**src/sv/dsfp_pkg.sv**
```systemverilog
// Shared types and constants for the dust sensor frame parser.
package dsfp_pkg;

	// Configuration register indexes.
	localparam logic [1:0] REG_HEADER_FIRST  = 2'd0;
	localparam logic [1:0] REG_HEADER_SECOND = 2'd1;
	localparam logic [1:0] REG_PM_OFFSET     = 2'd2;
	localparam logic [1:0] REG_DUST_OFFSET   = 2'd3;

	// Reset values of the configuration registers.
	localparam logic [7:0] HEADER_FIRST_RST  = 8'h42;
	localparam logic [7:0] HEADER_SECOND_RST = 8'h4d;
	localparam logic [4:0] PM_OFFSET_RST     = 5'd12;
	localparam logic [4:0] DUST_OFFSET_RST   = 5'd18;

	// Current configuration as seen by the frame logic.
	typedef struct packed {
		logic [7:0] header_first;
		logic [7:0] header_second;
		logic [4:0] pm_offset;
		logic [4:0] dust_offset;
	} cfg_t;

	// One finished frame as reported by the frame logic.
	typedef struct packed {
		logic        valid;
		logic [15:0] pm_value;
		logic [15:0] dust_value;
		logic        checksum_ok;
	} frame_res_t;

endpackage

```
**src/sv/dsfp_frame_core.sv**
```systemverilog
// Frame state, header hunt, checksum and reading capture for one byte a cycle while en is high.
module dsfp_frame_core #(
	parameter int FRAME_LENGTH = 32
) (
	input  logic                clk,
	input  logic                arst_n,
	input  logic                en,
	input  logic [7:0]          rx_byte,
	input  dsfp_pkg::cfg_t      cfg,
	output dsfp_pkg::frame_res_t res
);

	localparam int POS_W = $clog2(FRAME_LENGTH);
	localparam int CMP_W = (POS_W > 6) ? POS_W : 6;
	localparam logic [POS_W:0]   FRAME_LEN_EXT = (POS_W + 1)'(FRAME_LENGTH);
	localparam logic [POS_W-1:0] CHK_HI_POS    = POS_W'(FRAME_LENGTH - 2);
	localparam logic [POS_W-1:0] FIRST_POS     = POS_W'(1);

	logic [POS_W-1:0] pos_q, pos_nxt;
	logic [15:0]      sum_q, sum_nxt;
	logic [15:0]      rd1_q, rd1_nxt;
	logic [15:0]      rd2_q, rd2_nxt;
	logic [7:0]       chk_hi_q, chk_hi_nxt;

	// Place a byte into the high or low half of a reading when the position matches.
	function automatic logic [15:0] cap_word(input logic [15:0] cur,
			input logic [CMP_W-1:0] p, input logic [4:0] off, input logic [7:0] b);
		logic [CMP_W-1:0] hi_at;
		logic [CMP_W-1:0] lo_at;
		logic [15:0]      w;
		hi_at = CMP_W'(off);
		lo_at = CMP_W'(off) + CMP_W'(1);
		w = cur;
		if (p == hi_at) begin
			w = {b, w[7:0]};
		end
		if (p == lo_at) begin
			w = {w[15:8], b};
		end
		return w;
	endfunction

	// Next state and result for the byte at hand.
	always_comb begin
		logic start;
		logic hunt;
		start      = 1'b0;
		hunt       = ({1'b0, pos_q} >= FRAME_LEN_EXT) || (pos_q == '0);
		pos_nxt    = pos_q;
		sum_nxt    = sum_q;
		rd1_nxt    = rd1_q;
		rd2_nxt    = rd2_q;
		chk_hi_nxt = chk_hi_q;
		res.valid       = 1'b0;
		res.pm_value    = rd1_q;
		res.dust_value  = rd2_q;
		res.checksum_ok = 1'b0;

		if (hunt) begin
			pos_nxt = '0;
			start   = (rx_byte == cfg.header_first);
		end else if ((pos_q == FIRST_POS) && (rx_byte != cfg.header_second)) begin
			pos_nxt = '0;
			start   = (rx_byte == cfg.header_first);
		end else begin
			rd1_nxt = cap_word(rd1_q, CMP_W'(pos_q), cfg.pm_offset, rx_byte);
			rd2_nxt = cap_word(rd2_q, CMP_W'(pos_q), cfg.dust_offset, rx_byte);
			if (pos_q < CHK_HI_POS) begin
				sum_nxt = sum_q + {8'h00, rx_byte};
				pos_nxt = pos_q + FIRST_POS;
			end else if (pos_q == CHK_HI_POS) begin
				chk_hi_nxt = rx_byte;
				pos_nxt    = pos_q + FIRST_POS;
			end else begin
				// Last byte of the frame: report and go back to hunting.
				res.valid       = 1'b1;
				res.pm_value    = rd1_nxt;
				res.dust_value  = rd2_nxt;
				res.checksum_ok = ({chk_hi_q, rx_byte} == sum_q);
				pos_nxt         = '0;
				sum_nxt         = '0;
			end
		end

		// A header byte opens a new frame at position zero.
		if (start) begin
			rd1_nxt    = cap_word(16'h0000, '0, cfg.pm_offset, rx_byte);
			rd2_nxt    = cap_word(16'h0000, '0, cfg.dust_offset, rx_byte);
			chk_hi_nxt = 8'h00;
			sum_nxt    = {8'h00, rx_byte};
			pos_nxt    = FIRST_POS;
		end
	end

	// Frame position.
	always_ff @(posedge clk or negedge arst_n) begin
		if (!arst_n) begin
			pos_q <= '0;
		end else if (en) begin
			pos_q <= pos_nxt;
		end
	end

	// Sum, readings and checksum high byte; all are set when a frame opens.
	always_ff @(posedge clk) begin
		if (en) begin
			sum_q    <= sum_nxt;
			rd1_q    <= rd1_nxt;
			rd2_q    <= rd2_nxt;
			chk_hi_q <= chk_hi_nxt;
		end
	end

endmodule

```
**src/sv/dust_sensor_frame_parser_unit.sv**
```systemverilog
// Top level of the dust sensor frame parser: stream ports, configuration and output word.
// Takes one received sensor byte per word and frames the stream into packets of
// FRAME_LENGTH bytes that start with two configurable header bytes. After the last
// byte of a packet it sends one word with the two big-endian readings taken from the
// configured offsets and a flag telling whether the sum of the leading bytes matched
// the trailing checksum. Every byte is held in the input register and passes through
// the frame logic into the output register, so a new byte is taken in every cycle as
// long as the output side keeps up; a result word is offered once the last byte of its
// packet has moved from the input register through the frame logic into the output
// register. Configuration writes are meant for idle time.
module dust_sensor_frame_parser_unit #(
	parameter int FRAME_LENGTH = 32
) (
	input  logic        clk,
	input  logic        arst_n,
	// Configuration write port.
	input  logic        cfg_we,
	input  logic [1:0]  cfg_addr,
	input  logic [7:0]  cfg_wdata,
	// Received bytes.
	input  logic        s_axis_tvalid,
	output logic        s_axis_tready,
	input  logic [7:0]  s_axis_tdata,   // [7:0] rx_byte
	// Frame results.
	output logic        m_axis_tvalid,
	input  logic        m_axis_tready,
	output logic [31:0] m_axis_tdata,   // [15:0] pm_value, [31:16] dust_value
	output logic [0:0]  m_axis_tuser    // [0] checksum_ok
);

	dsfp_pkg::cfg_t       cfg_q;
	dsfp_pkg::frame_res_t res;

	logic        valid_s1;
	logic [7:0]  byte_s1;
	logic        adv;
	logic        out_free;
	logic        out_valid_q;
	logic [31:0] out_data_q;
	logic        out_ok_q;

	// Configuration registers.
	always_ff @(posedge clk or negedge arst_n) begin
		if (!arst_n) begin
			cfg_q.header_first  <= dsfp_pkg::HEADER_FIRST_RST;
			cfg_q.header_second <= dsfp_pkg::HEADER_SECOND_RST;
			cfg_q.pm_offset     <= dsfp_pkg::PM_OFFSET_RST;
			cfg_q.dust_offset   <= dsfp_pkg::DUST_OFFSET_RST;
		end else if (cfg_we) begin
			unique case (cfg_addr)
				dsfp_pkg::REG_HEADER_FIRST:  cfg_q.header_first  <= cfg_wdata;
				dsfp_pkg::REG_HEADER_SECOND: cfg_q.header_second <= cfg_wdata;
				dsfp_pkg::REG_PM_OFFSET:     cfg_q.pm_offset     <= cfg_wdata[4:0];
				dsfp_pkg::REG_DUST_OFFSET:   cfg_q.dust_offset   <= cfg_wdata[4:0];
				default: ;
			endcase
		end
	end

	// Handshake: the held byte moves on unless it ends a frame and the output word is full.
	assign out_free      = !out_valid_q || m_axis_tready;
	assign adv           = valid_s1 && (!res.valid || out_free);
	assign s_axis_tready = !valid_s1 || adv;

	// Input register.
	always_ff @(posedge clk or negedge arst_n) begin
		if (!arst_n) begin
			valid_s1 <= 1'b0;
		end else if (s_axis_tready) begin
			valid_s1 <= s_axis_tvalid;
		end
	end

	always_ff @(posedge clk) begin
		if (s_axis_tready && s_axis_tvalid) begin
			byte_s1 <= s_axis_tdata;
		end
	end

	dsfp_frame_core #(
		.FRAME_LENGTH(FRAME_LENGTH)
	) u_core (
		.clk     (clk),
		.arst_n  (arst_n),
		.en      (adv),
		.rx_byte (byte_s1),
		.cfg     (cfg_q),
		.res     (res)
	);

	// Output word register.
	always_ff @(posedge clk or negedge arst_n) begin
		if (!arst_n) begin
			out_valid_q <= 1'b0;
		end else if (adv && res.valid) begin
			out_valid_q <= 1'b1;
		end else if (m_axis_tready) begin
			out_valid_q <= 1'b0;
		end
	end

	always_ff @(posedge clk) begin
		if (adv && res.valid) begin
			out_data_q <= {res.dust_value, res.pm_value};
			out_ok_q   <= res.checksum_ok;
		end
	end

	assign m_axis_tvalid = out_valid_q;
	assign m_axis_tdata  = out_data_q;
	assign m_axis_tuser  = out_ok_q;

endmodule

```
**config.mk**
```make
export PLATFORM = sky130hd
export DESIGN_NAME = dust_sensor_frame_parser_unit
export DESIGN_NICKNAME = d
export VERILOG_FILES = /design/src/sv/dsfp_pkg.sv /design/src/sv/dsfp_frame_core.sv /design/src/sv/dust_sensor_frame_parser_unit.sv
export SDC_FILE = /design/constraint.sdc
export NUM_CORES = 1
export LEC_CHECK = 0
export BUFFER_PORTS_ARGS = -buffer_cell sky130_fd_sc_hd__buf_2
export CAP_MARGIN = 20
export CORE_ASPECT_RATIO = 0.5
export CORE_MARGIN = 2
export CORE_UTILIZATION = 54
export CTS_CLUSTER_DIAMETER = 200
export CTS_CLUSTER_SIZE = 16
export DETAILED_ROUTE_END_ITERATION = 7
export PLACE_DENSITY = 0.73
export REMOVE_ABC_BUFFERS = 1
export SETUP_SLACK_MARGIN = 0.3
export SYNTH_ARGS = -nofsm -noshare
export SYNTH_HDL_FRONTEND = slang
export SYNTH_HIERARCHICAL = 1
export SYNTH_SLANG_ARGS = --single-unit
```
**constraint.sdc**
```tcl
create_clock -name clk -period 8.6 [get_ports clk]
set_input_delay 0.43 -clock clk [delete_from_list [all_inputs] [get_ports clk]]
set_output_delay 0.43 -clock clk [all_outputs]
set_load 0.01 [all_outputs]
```
# ---- After elaboration in Yosys (flattened, before gate mapping)
# Index checks and enable logic that the tools add are counted.
dict set report word_totals {
  ff_bits 130
  latchBits 0
  ram_bits 0
  mem_bits_ro 0
  output_inout_bits 35
  word_cells 98
  mem_count 0
}
dict set report classes {
  addsub 4
  mul 0
  div_mod_pow 0
  order_cmp 1
  eq_ne 16
  shifts 0
  mux 36
  bitwise_logic 0
  reduce_logical 26
}
# operator n
set op_table {}
lappend op_table {{two-way mux 16 bit} 14}
lappend op_table {{two-way mux 34 bit} 4}
lappend op_table {{two-way mux 8 bit} 9}
lappend op_table {{two-way mux 5 bit} 5}
lappend op_table {{adder 16 x 8 -> 16 bit} 1}
lappend op_table {{equality test 16 bit} 1}
lappend op_table {{zero test 5 bit} 3}
lappend op_table {{adder 5 x 1 -> 6 bit (second input constant)} 2}
lappend op_table {{equality test 5 x 6 -> 1 bit} 2}
lappend op_table {{zero test 6 bit} 2}
lappend op_table {{equality test 5 bit} 2}
lappend op_table {{equality test 8 bit} 1}
lappend op_table {{inequality test 8 bit} 1}
lappend op_table {{AND reduction 2 bit} 4}
lappend op_table {{inequality test 2 bit (second input constant)} 3}
lappend op_table {{adder 5 x 1 -> 5 bit (second input constant)} 1}
lappend op_table {{equality test 5 x 1 -> 1 bit (second input constant)} 1}
lappend op_table {{equality test 5 bit (second input constant)} 1}
lappend op_table {{< comparator 5 bit (second input constant)} 1}
lappend op_table {{AND reduction 5 bit} 1}
lappend op_table {{equality test 2 bit (second input constant)} 2}
lappend op_table {{logical AND 1 bit} 4}
lappend op_table {{two-way mux 1 bit} 4}
lappend op_table {{AND reduction 4 bit} 1}
lappend op_table {{8 further kinds} 13}

# ---- Depth between registers and ports, before layout
# Gate-level depths: netlist of run 1.
dict set report depth {
  ltp_word 12
  ltp_mapped 11
  ltp_nobuf 9
}

# ---- Hierarchy
# Netlist of run 1, hierarchy kept.
# mod instances cells_per_inst area_each_um2 seq_area_each_um2
set by_module_without_submodules {}
lappend by_module_without_submodules {dsfp_frame_core 1 402 4229.1 1806.7}
lappend by_module_without_submodules {dust_sensor_frame_parser_unit 1 107 2328.5 1944.4}

# ---- Least setup slack after synthesis of run 1
# OpenSTA, ideal clock, no wires.
dict set report synth_path {
  path_kind {reg-to-reg}
  start {reg u_core.pos_q[1]}
  end {reg u_core.sum_q[0], enable pin}
  setup_time_ns 0.374
  arrival_time_ns 2.789
  t_required_ns 8.226
  setup_slack_ns 5.437
  stages_incl_launch_ff 8
  synth_period_minus_slack_ns 3.163
  path_cell_list {dfrtp_1 -> clkbuf_1 -> inv_1 -> ha_1 -> a21boi_1 -> o21ai_1 -> o21a_1 -> and2_1}
}
dict set report synth_via {
  elab_chain_len 9
  elab_cells_between_ends 18
  cone_classes {order compare: 1; eq/ne: 5; mux: 6; reduce/logical: 6}
}
# item line
set synth_lines {}
lappend synth_lines {{start: declaration} dsfp_frame_core.sv:19} ;# logic [POS_W-1:0] pos_q, pos_nxt;
lappend synth_lines {{start signal: assignment} dsfp_frame_core.sv:100} ;# pos_q <= pos_nxt;
lappend synth_lines {{branches (longest 8 deep; another with < comparator 5 bit)} --}
lappend synth_lines {{AND reduction 4 bit (no line) *} --}
lappend synth_lines {{end signal: assignment} dsfp_frame_core.sv:107} ;# sum_q <= sum_nxt;
lappend synth_lines {{end: declaration} dsfp_frame_core.sv:20} ;# logic [15:0] sum_q, sum_nxt;
# Every way passes the cells marked *.
# A chain may end at the register's enable or synchronous reset.

# ---- Worst setup path in the final report of run 1
dict set report layout_path {
  start {reg byte_s1[7]}
  end {reg u_core.sum_q[5], enable pin}
}
dict set report layout_via {
  elab_chain_len 8
  elab_cells_between_ends 14
  cone_classes {eq/ne: 5; mux: 4; reduce/logical: 5}
}
# item line
set layout_lines {}
lappend layout_lines {{start: declaration} dust_sensor_frame_parser_unit.sv:35} ;# logic [7:0] byte_s1;
lappend layout_lines {{start signal: assignment} dust_sensor_frame_parser_unit.sv:76} ;# byte_s1 <= s_axis_tdata;
lappend layout_lines {{inequality test 8 bit} dsfp_frame_core.sv:62} ;# end else if ((pos_q == FIRST_POS) && (rx_byte != cfg.header_second)) begin
lappend layout_lines {{logical AND 1 bit} dsfp_frame_core.sv:62}
lappend layout_lines {{two-way mux 34 bit} dsfp_frame_core.sv:62}
lappend layout_lines {{two-way mux 34 bit} dsfp_frame_core.sv:59} ;# if (hunt) begin
lappend layout_lines {{zero test 1 bit} dust_sensor_frame_parser_unit.sv:62} ;# assign adv = valid_s1 && (!res.valid || out_free);
lappend layout_lines {{logical OR 1 bit} dust_sensor_frame_parser_unit.sv:62}
lappend layout_lines {{logical AND 1 bit} dust_sensor_frame_parser_unit.sv:62}
lappend layout_lines {{AND reduction 4 bit (no line) *} --}
# Mark *: on every way between the ends. The rest lies on a longest branch, timed or not.

==> run metrics, run 1 <==
Pint 1.68 mW; CP Data Arrival Time 3.50 ns; crit share post-route 0.403; Setup Skew ~0.0058 ns; fmax 289 MHz; Finished Layout Cells between 700 and 800; top post-synthesis cells by area edfxtp_1 (44%), dfrtp_1 (8.8%), mux2_2 (7.7%); worst min path class in2async; vias in the first global route 4056; total power approximately 2.5 mW; Sw Ratio 0.316; post-CTS sizing 0; Psw between 0.7 and 0.8 mW; width of the chip around 160 µm; initial antenna violation count 0; Antenna Cells 0; Chip Height around 80 µm; crit-path max FO 33; setup ws final between 5 and 6 ns; drt pass-1 iters 6; Max-cap violations 0; Num Clock Sinks 130; Placer Congestion 0.888; hold_buf cts 0; TritonCTS Buffers 17; Syn-to-layout area delta 14.5%; H-Tree Depth 4; CTS tree done; root buffer cell clkbuf_16; Cell Area, Synth 0.00656 mm²; final wirelength approximately 14000 µm; sequential area share after synthesis 0.572; Final HPWL DP 9490 µm; P per Cell Area 327 mW/mm²; Layout Utilization 0.634; die footprint about 0.013 mm²; Comb pwr share 0.282; Core ar. 0.0118 mm²; GRT Util Overall 0.225; setup tns final 0 ns; placed cell count 712; Final Max Tran Viols 0; CP delay by family, top simple AND/OR/NAND/NOR gates; RSZ-0062 raised after global routing no; worst skew pair latency 0.41 ns; first-pass GRT wire length 21900 µm; clock network power share 0.278; final setup fails 0; Async S/R FF share, synth 0.254; share of cells above drive strength 1 0.271; final hold vios 0; IO buf count 57; VDD IR max 0.000156 V; DRT antenna net count 0; maximum clock insertion buffer count 2; Ports 58; DR WL/cell 18.9 µm; CP cell instances xor2_1 -> nor4_1 -> a21boi_1 -> o21ai_1 -> o21a_1 -> buf_4 -> and2_1; DRT iter0 DRCs 418; Rel. slew slack 0.339; grt ovf 0; CP bufs+invs 1; CP Capture Type register; status completed; Seq pwr share 0.441; commonest cells after routing, fill and taps aside edfxtp_1 (97), buf_2 (57), mux2_2 (45); synth warn 6; worst slew pin tran 0.987 ns; Worst Setup Start Kind register; Synth area leader edfxtp_1; Reg clk slew, reported paths 0.05 ns; most common cell after layout, fill and taps aside edfxtp_1; pre-CTS setup slack 5.18 ns; Final nets 608; Synth cell types 59; synthesized flop and latch total 130; DRC Markers 0; Syn Area/Cell 12.9 µm²; Fillers 915; area share of the largest cell type after synthesis 0.444; WP data required 8.64 ns; row count 28; largest net degree at the start of global routing 34; Vias per Instance 5.88; Period minus WS final 3.46 ns; Setup Crit Path Kind reg2reg; via count 4371; Post-synth EDFFs 97; Syn Inst Count 509; Setup Fix Bufs, Post-CTS 0; Slowest Stage Delay on Critical Path ~0.69 ns; Top FF cell, synth edfxtp_1; Crit-path slowest cell and2_1; initial core utilization 0.554; Pleak just under 3 nW
-- logic make-up after synthesis --
| group | Yosys count | synth area share |
|---|---|---|
| multiplexers | 52 | 0.0912 |
| AO/OA/AOI/OAI | 95 | 0.102 |
| XOR/XNOR | 53 | 0.0708 |
| adder cells (fa/ha/maj) | 19 | 0.0374 |
| buffers and inverters | 40 | 0.0286 |
| flip-flops | 130 | 0.572 |
| AND/OR/NAND/NOR | 120 | 0.0977 |
-- area by class of cell --
class,instances,area (µm²),share of cell area
sequential,130,3750,0.500
multi-input combinational,339,2620,0.349
clock buffer,20,437,0.0582
timing repair buffer,60,308,0.0410
tap,165,206,0.0275
clock inverter,12,116,0.0155
inverter,18,67.6,0.00900
-- worst reg2reg max path, cell delays in order, from the launching register on --
cell and delay (ns):
edfxtp_1 0.64, xor2_1 0.27, nor4_1 0.34, a21boi_1 0.16, o21ai_1 0.44, o21a_1 0.17
buf_4 0.38, and2_1 0.69
-- cells in the mapped netlist, drive strengths merged (2+ instances only) --
cell type,instances
edfxtp,97
mux2,50
nor2,37
a22o,32
xnor2,31
nand2,25
dfrtp,23
o21ai,22
xor2,22
ha,18
inv,18
buf,14
nand3,13
a21oi,11
dfstp,10
clkbuf,8
nand4,6
nor4,6
a31oi,5
nand2b,5
nand3b,5
o211ai,5
o22ai,5
and2,4
nor3,4
and3,3
nor2b,3
nor4b,3
a21boi,2
a21o,2
mux2i,2
nor3b,2
o21a,2
o31ai,2
-- power groups by stage --
| stage | Clock (mW) | Combinational (mW) | Sequential, mW |
|---|---|---|---|
| floorplan | 0 | 0.545 | 1.03 |
| global placement | 0 | 0.654 | 1.08 |
| detailed placement | 0 | 0.671 | 1.08 |
| CTS | 0.691 | 0.680 | 1.08 |
| global route | 0.723 | 0.759 | 1.10 |
| finish | 0.681 | 0.690 | 1.08 |
-- per-layer routing --
metal / vias up / wire length (µm) / track usage
met1: 2139 / 6590 / 0.315
met4: 0 / 154 / 0.0874
met3: 15 / 1080 / 0.0611
met5: - / 0 / 0
li1: 2009 / - / -
met2: 208 / 6240 / 0.337
-- state kept, by name, summed over array words and instances, names as in the netlist, 5 cells and up --
| register | count |
|---|---|
| byte_s1 | 8 |
| u_core/sum_q | 16 |
| u_core/chk_hi_q | 8 |
| cfg_q | 26 |
| m_axis_tdata | 32 |
| u_core/rd2_q | 16 |
| u_core/rd1_q | 16 |
| u_core/pos_q | 5 |
-- final timing paths --
check,depth (start not counted),end,slack [ns],from
hold / removal,1,cfg_q[6],0.08,arst_n
setup reg to reg,7,u_core/sum_q[5],5.14,byte_s1[7]
max in group asynchronous,1,cfg_q[15],8.05,arst_n
hold reg to reg,1,cfg_q[21],0.53,cfg_q[21]
setup / recovery,7,u_core/sum_q[5],5.14,byte_s1[7]
min in group clk,1,byte_s1[4],0.19,s_axis_tdata[4]
-- stage by stage --
step / hold WS, ns / area, µm²
2_1_floorplan: 0.134 / 6440
6_report: 0.0793 / 7510
4_1_cts: 0.0851 / 7510
5_1_grt: 0.128 / 7510
3_3_place_gp: 0.511 / 6950
3_5_place_dp: 0.518 / 6950
Note: power is estimated with default switching activity, not from simulation.
==> inputs of run 2 (changes only) <==
ABC_AREA = 1   (was not set)
clock period = 3.2 ns   (was 8.6 ns; I/O delays follow)
==> run metrics, run 2 <==
status completed; final setup fails 0; Syn-to-layout area delta 14.5%; via count 6709; worst slew pin tran 0.710 ns; VDD IR max 0.000405 V; post-route cell area ~0.0089 mm²; worst skew pair latency 0.42 ns; Async S/R FF share, synth 0.254; WP data required 3.37 ns; Ports 58; Pleak 4.27 nW; CP bufs+invs 2; grt ovf 0; DRC Markers 0; Vias per Instance 5.32; Core ar. 0.0138 mm²; crit-path max FO 8; Final HPWL DP 13600 µm; Placer Congestion 0.944; DRT antenna net count 0; DRT iter0 DRCs 801; CP delay by family, top simple AND/OR/NAND/NOR gates; most numerous cell in the Yosys netlist nand2_1; Setup Crit Path Kind reg2reg; vias in the first global route 6032; CP Capture Type register; crit share post-route 0.771; Crit-path slowest cell edfxtp_1; P per Cell Area 821 mW/mm²; initial antenna violation count 0; Setup Fix Bufs, Post-CTS 0; top post-synthesis cells by area edfxtp_1 (38%), nand2_1 (21%), dfrtp_1 (7.4%); clock network power share 0.257; fmax 405 MHz; Seq pwr share 0.388; top cells by count, synth nand2_1 (431), edfxtp_1 (97), nor2_1 (81); post-CTS sizing 0; maximum clock insertion buffer count 2; area share of the largest cell type after synthesis 0.377; Num Clock Sinks 130; synthesized flop and latch total between 100 and 150; Top FF cell, synth edfxtp_1; row count 30; Slowest Stage Delay on Critical Path 0.61 ns; most common cell after layout, fill and taps aside nand2_1; Cell Area, Synth 0.00774 mm²; RSZ-0062 raised after global routing no; Layout Utilization 0.643; Synth area leader edfxtp_1; Period minus WS final 2.47 ns; R2R setup slack about 0.73 ns; worst min path class in2reg; Comb pwr share 0.355; Reg clk slew, reported paths around 0.060 ns; largest net degree at the start of global routing 42; synth warn 6; sequential area share after synthesis 0.485; Syn Area/Cell 7.83 µm²; share of cells above drive strength 1 0.135; DR WL/cell between 15 and 20 µm; TritonCTS Buffers 17; Rel. slew slack 0.525; pre-CTS setup slack around 0.77 ns; initial core utilization 0.562; Pint 4.51 mW; commonest cells after routing, fill and taps aside nand2_1 (431), edfxtp_1 (97), nor2_1 (81); H-Tree Depth 4; setup ws final 0.733 ns; Final nets 1100; final hold vios 0; Fillers 1193; Synth cell types 44; WHS 0.00897 ns; max FFs per register 32; Antenna Cells 0; Syn Inst Count 988; Final Max Tran Viols 0; Post-synth EDFFs 97; IO buf count 57; Chip Height 88.6 µm; root buffer cell clkbuf_16; die footprint roughly 0.015 mm²; CTS tree done; Max-cap violations 0; first-pass GRT wire length 31600 µm; CP cell instances ha_1 -> inv_1 -> fa_1 -> inv_1 -> nand3_1 -> nand2_1 -> nand2_1 -> nand2_1 -> nand2_1 -> nor2_1 -> nand2_1 -> nand2_1 -> nor2_1; final wirelength a little under 20000 µm; width of the chip roughly 170 µm; crit-path most repeated cell nand2_1; Setup Skew 0.00770 ns; GRT Util Overall 0.269; Worst Setup Start Kind register; Sw Ratio 0.380; placed cell area 0.00817 mm²; Psw 2.77 mW; drt pass-1 iters 6; CP Data Arrival Time 2.64 ns
==> run 2: area by class of cell <==
| class | instances | area, µm² | area share |
|---|---|---|---|
| Clock buffer | 17 | 425 | 0.0480 |
| Timing Repair Buffer | 86 | 548 | 0.0619 |
| Clock inverter | 14 | 139 | 0.0157 |
| Tap cell | 192 | 240 | 0.0271 |
| Multi-Input combinational cell | 727 | 3390 | 0.383 |
| Sequential cell | 130 | 3750 | 0.423 |
| Inverter | 96 | 363 | 0.0410 |
==> run 2: cell families after synthesis <==
logic type               share of synthesized area
buffers and inverters                       0.0775
XOR/XNOR                                    0.0294
AND/OR/NAND/NOR                              0.333
adder cells (fa/ha/maj)                     0.0317
flip-flops                                   0.485
AO/OA/AOI/OAI                               0.0435
==> run 2: per-layer routing <==
| layer | GRT usage | vias to the layer above | wire (µm) |
|---|---|---|---|
| met5 | 0 | - | 0 |
| met3 | 0.0503 | 21 | 1890 |
| met1 | 0.384 | 3055 | 8900 |
| met4 | 0.0778 | 0 | 219 |
| met2 | 0.425 | 324 | 8760 |
| li1 | - | 3309 | - |
==> run 2: timing repair <==
action	CTS	global route
hold endpoints to repair	37	0
setup endpoints to repair	0	0
hold buffers	13	0
==> run 2: power groups by stage <==
| stage | Combinational (mW) | Sequential [mW] | Clock [mW] |
|---|---|---|---|
| after floorplan | 1.89 | 2.73 | 0 |
| after global placement | 2.45 | 2.81 | 0 |
| after detailed placement | 2.49 | 2.84 | 0 |
| after CTS | 2.54 | 2.81 | 1.88 |
| after global routing | 2.94 | 2.87 | 1.96 |
| final | 2.58 | 2.82 | 1.87 |
==> run 2: final timing paths <==
| path | from | end | depth (start not counted) |
|---|---|---|---|
| setup / recovery | byte_s1[0] | u_core/sum_q[12] | 13 |
| hold / removal | cfg_wdata[4] | cfg_q[4] | 3 |
| setup reg to reg | byte_s1[0] | u_core/sum_q[12] | 13 |
| hold reg to reg | cfg_q[24] | cfg_q[24] | 2 |
| max in group asynchronous | arst_n | valid_s1 | 2 |
| min in group asynchronous | arst_n | cfg_q[20] | 2 |
==> run 2: metrics by stage <==
stage | TNS, ns | power (mW) | instances
after global placement | 0 | 5.26 | 1218
final | 0 | 7.27 | 1262
after CTS | 0 | 7.23 | 1262
after detailed placement | 0 | 5.33 | 1218
after global routing | 0 | 7.77 | 1262
after floorplan | -23.20 | 4.63 | 953
==> run 2: worst min-delay path, delay by kind of cell <==
family	cells	cell delay, ns
compound gates	1	0.05
buf+inv	2	0.20
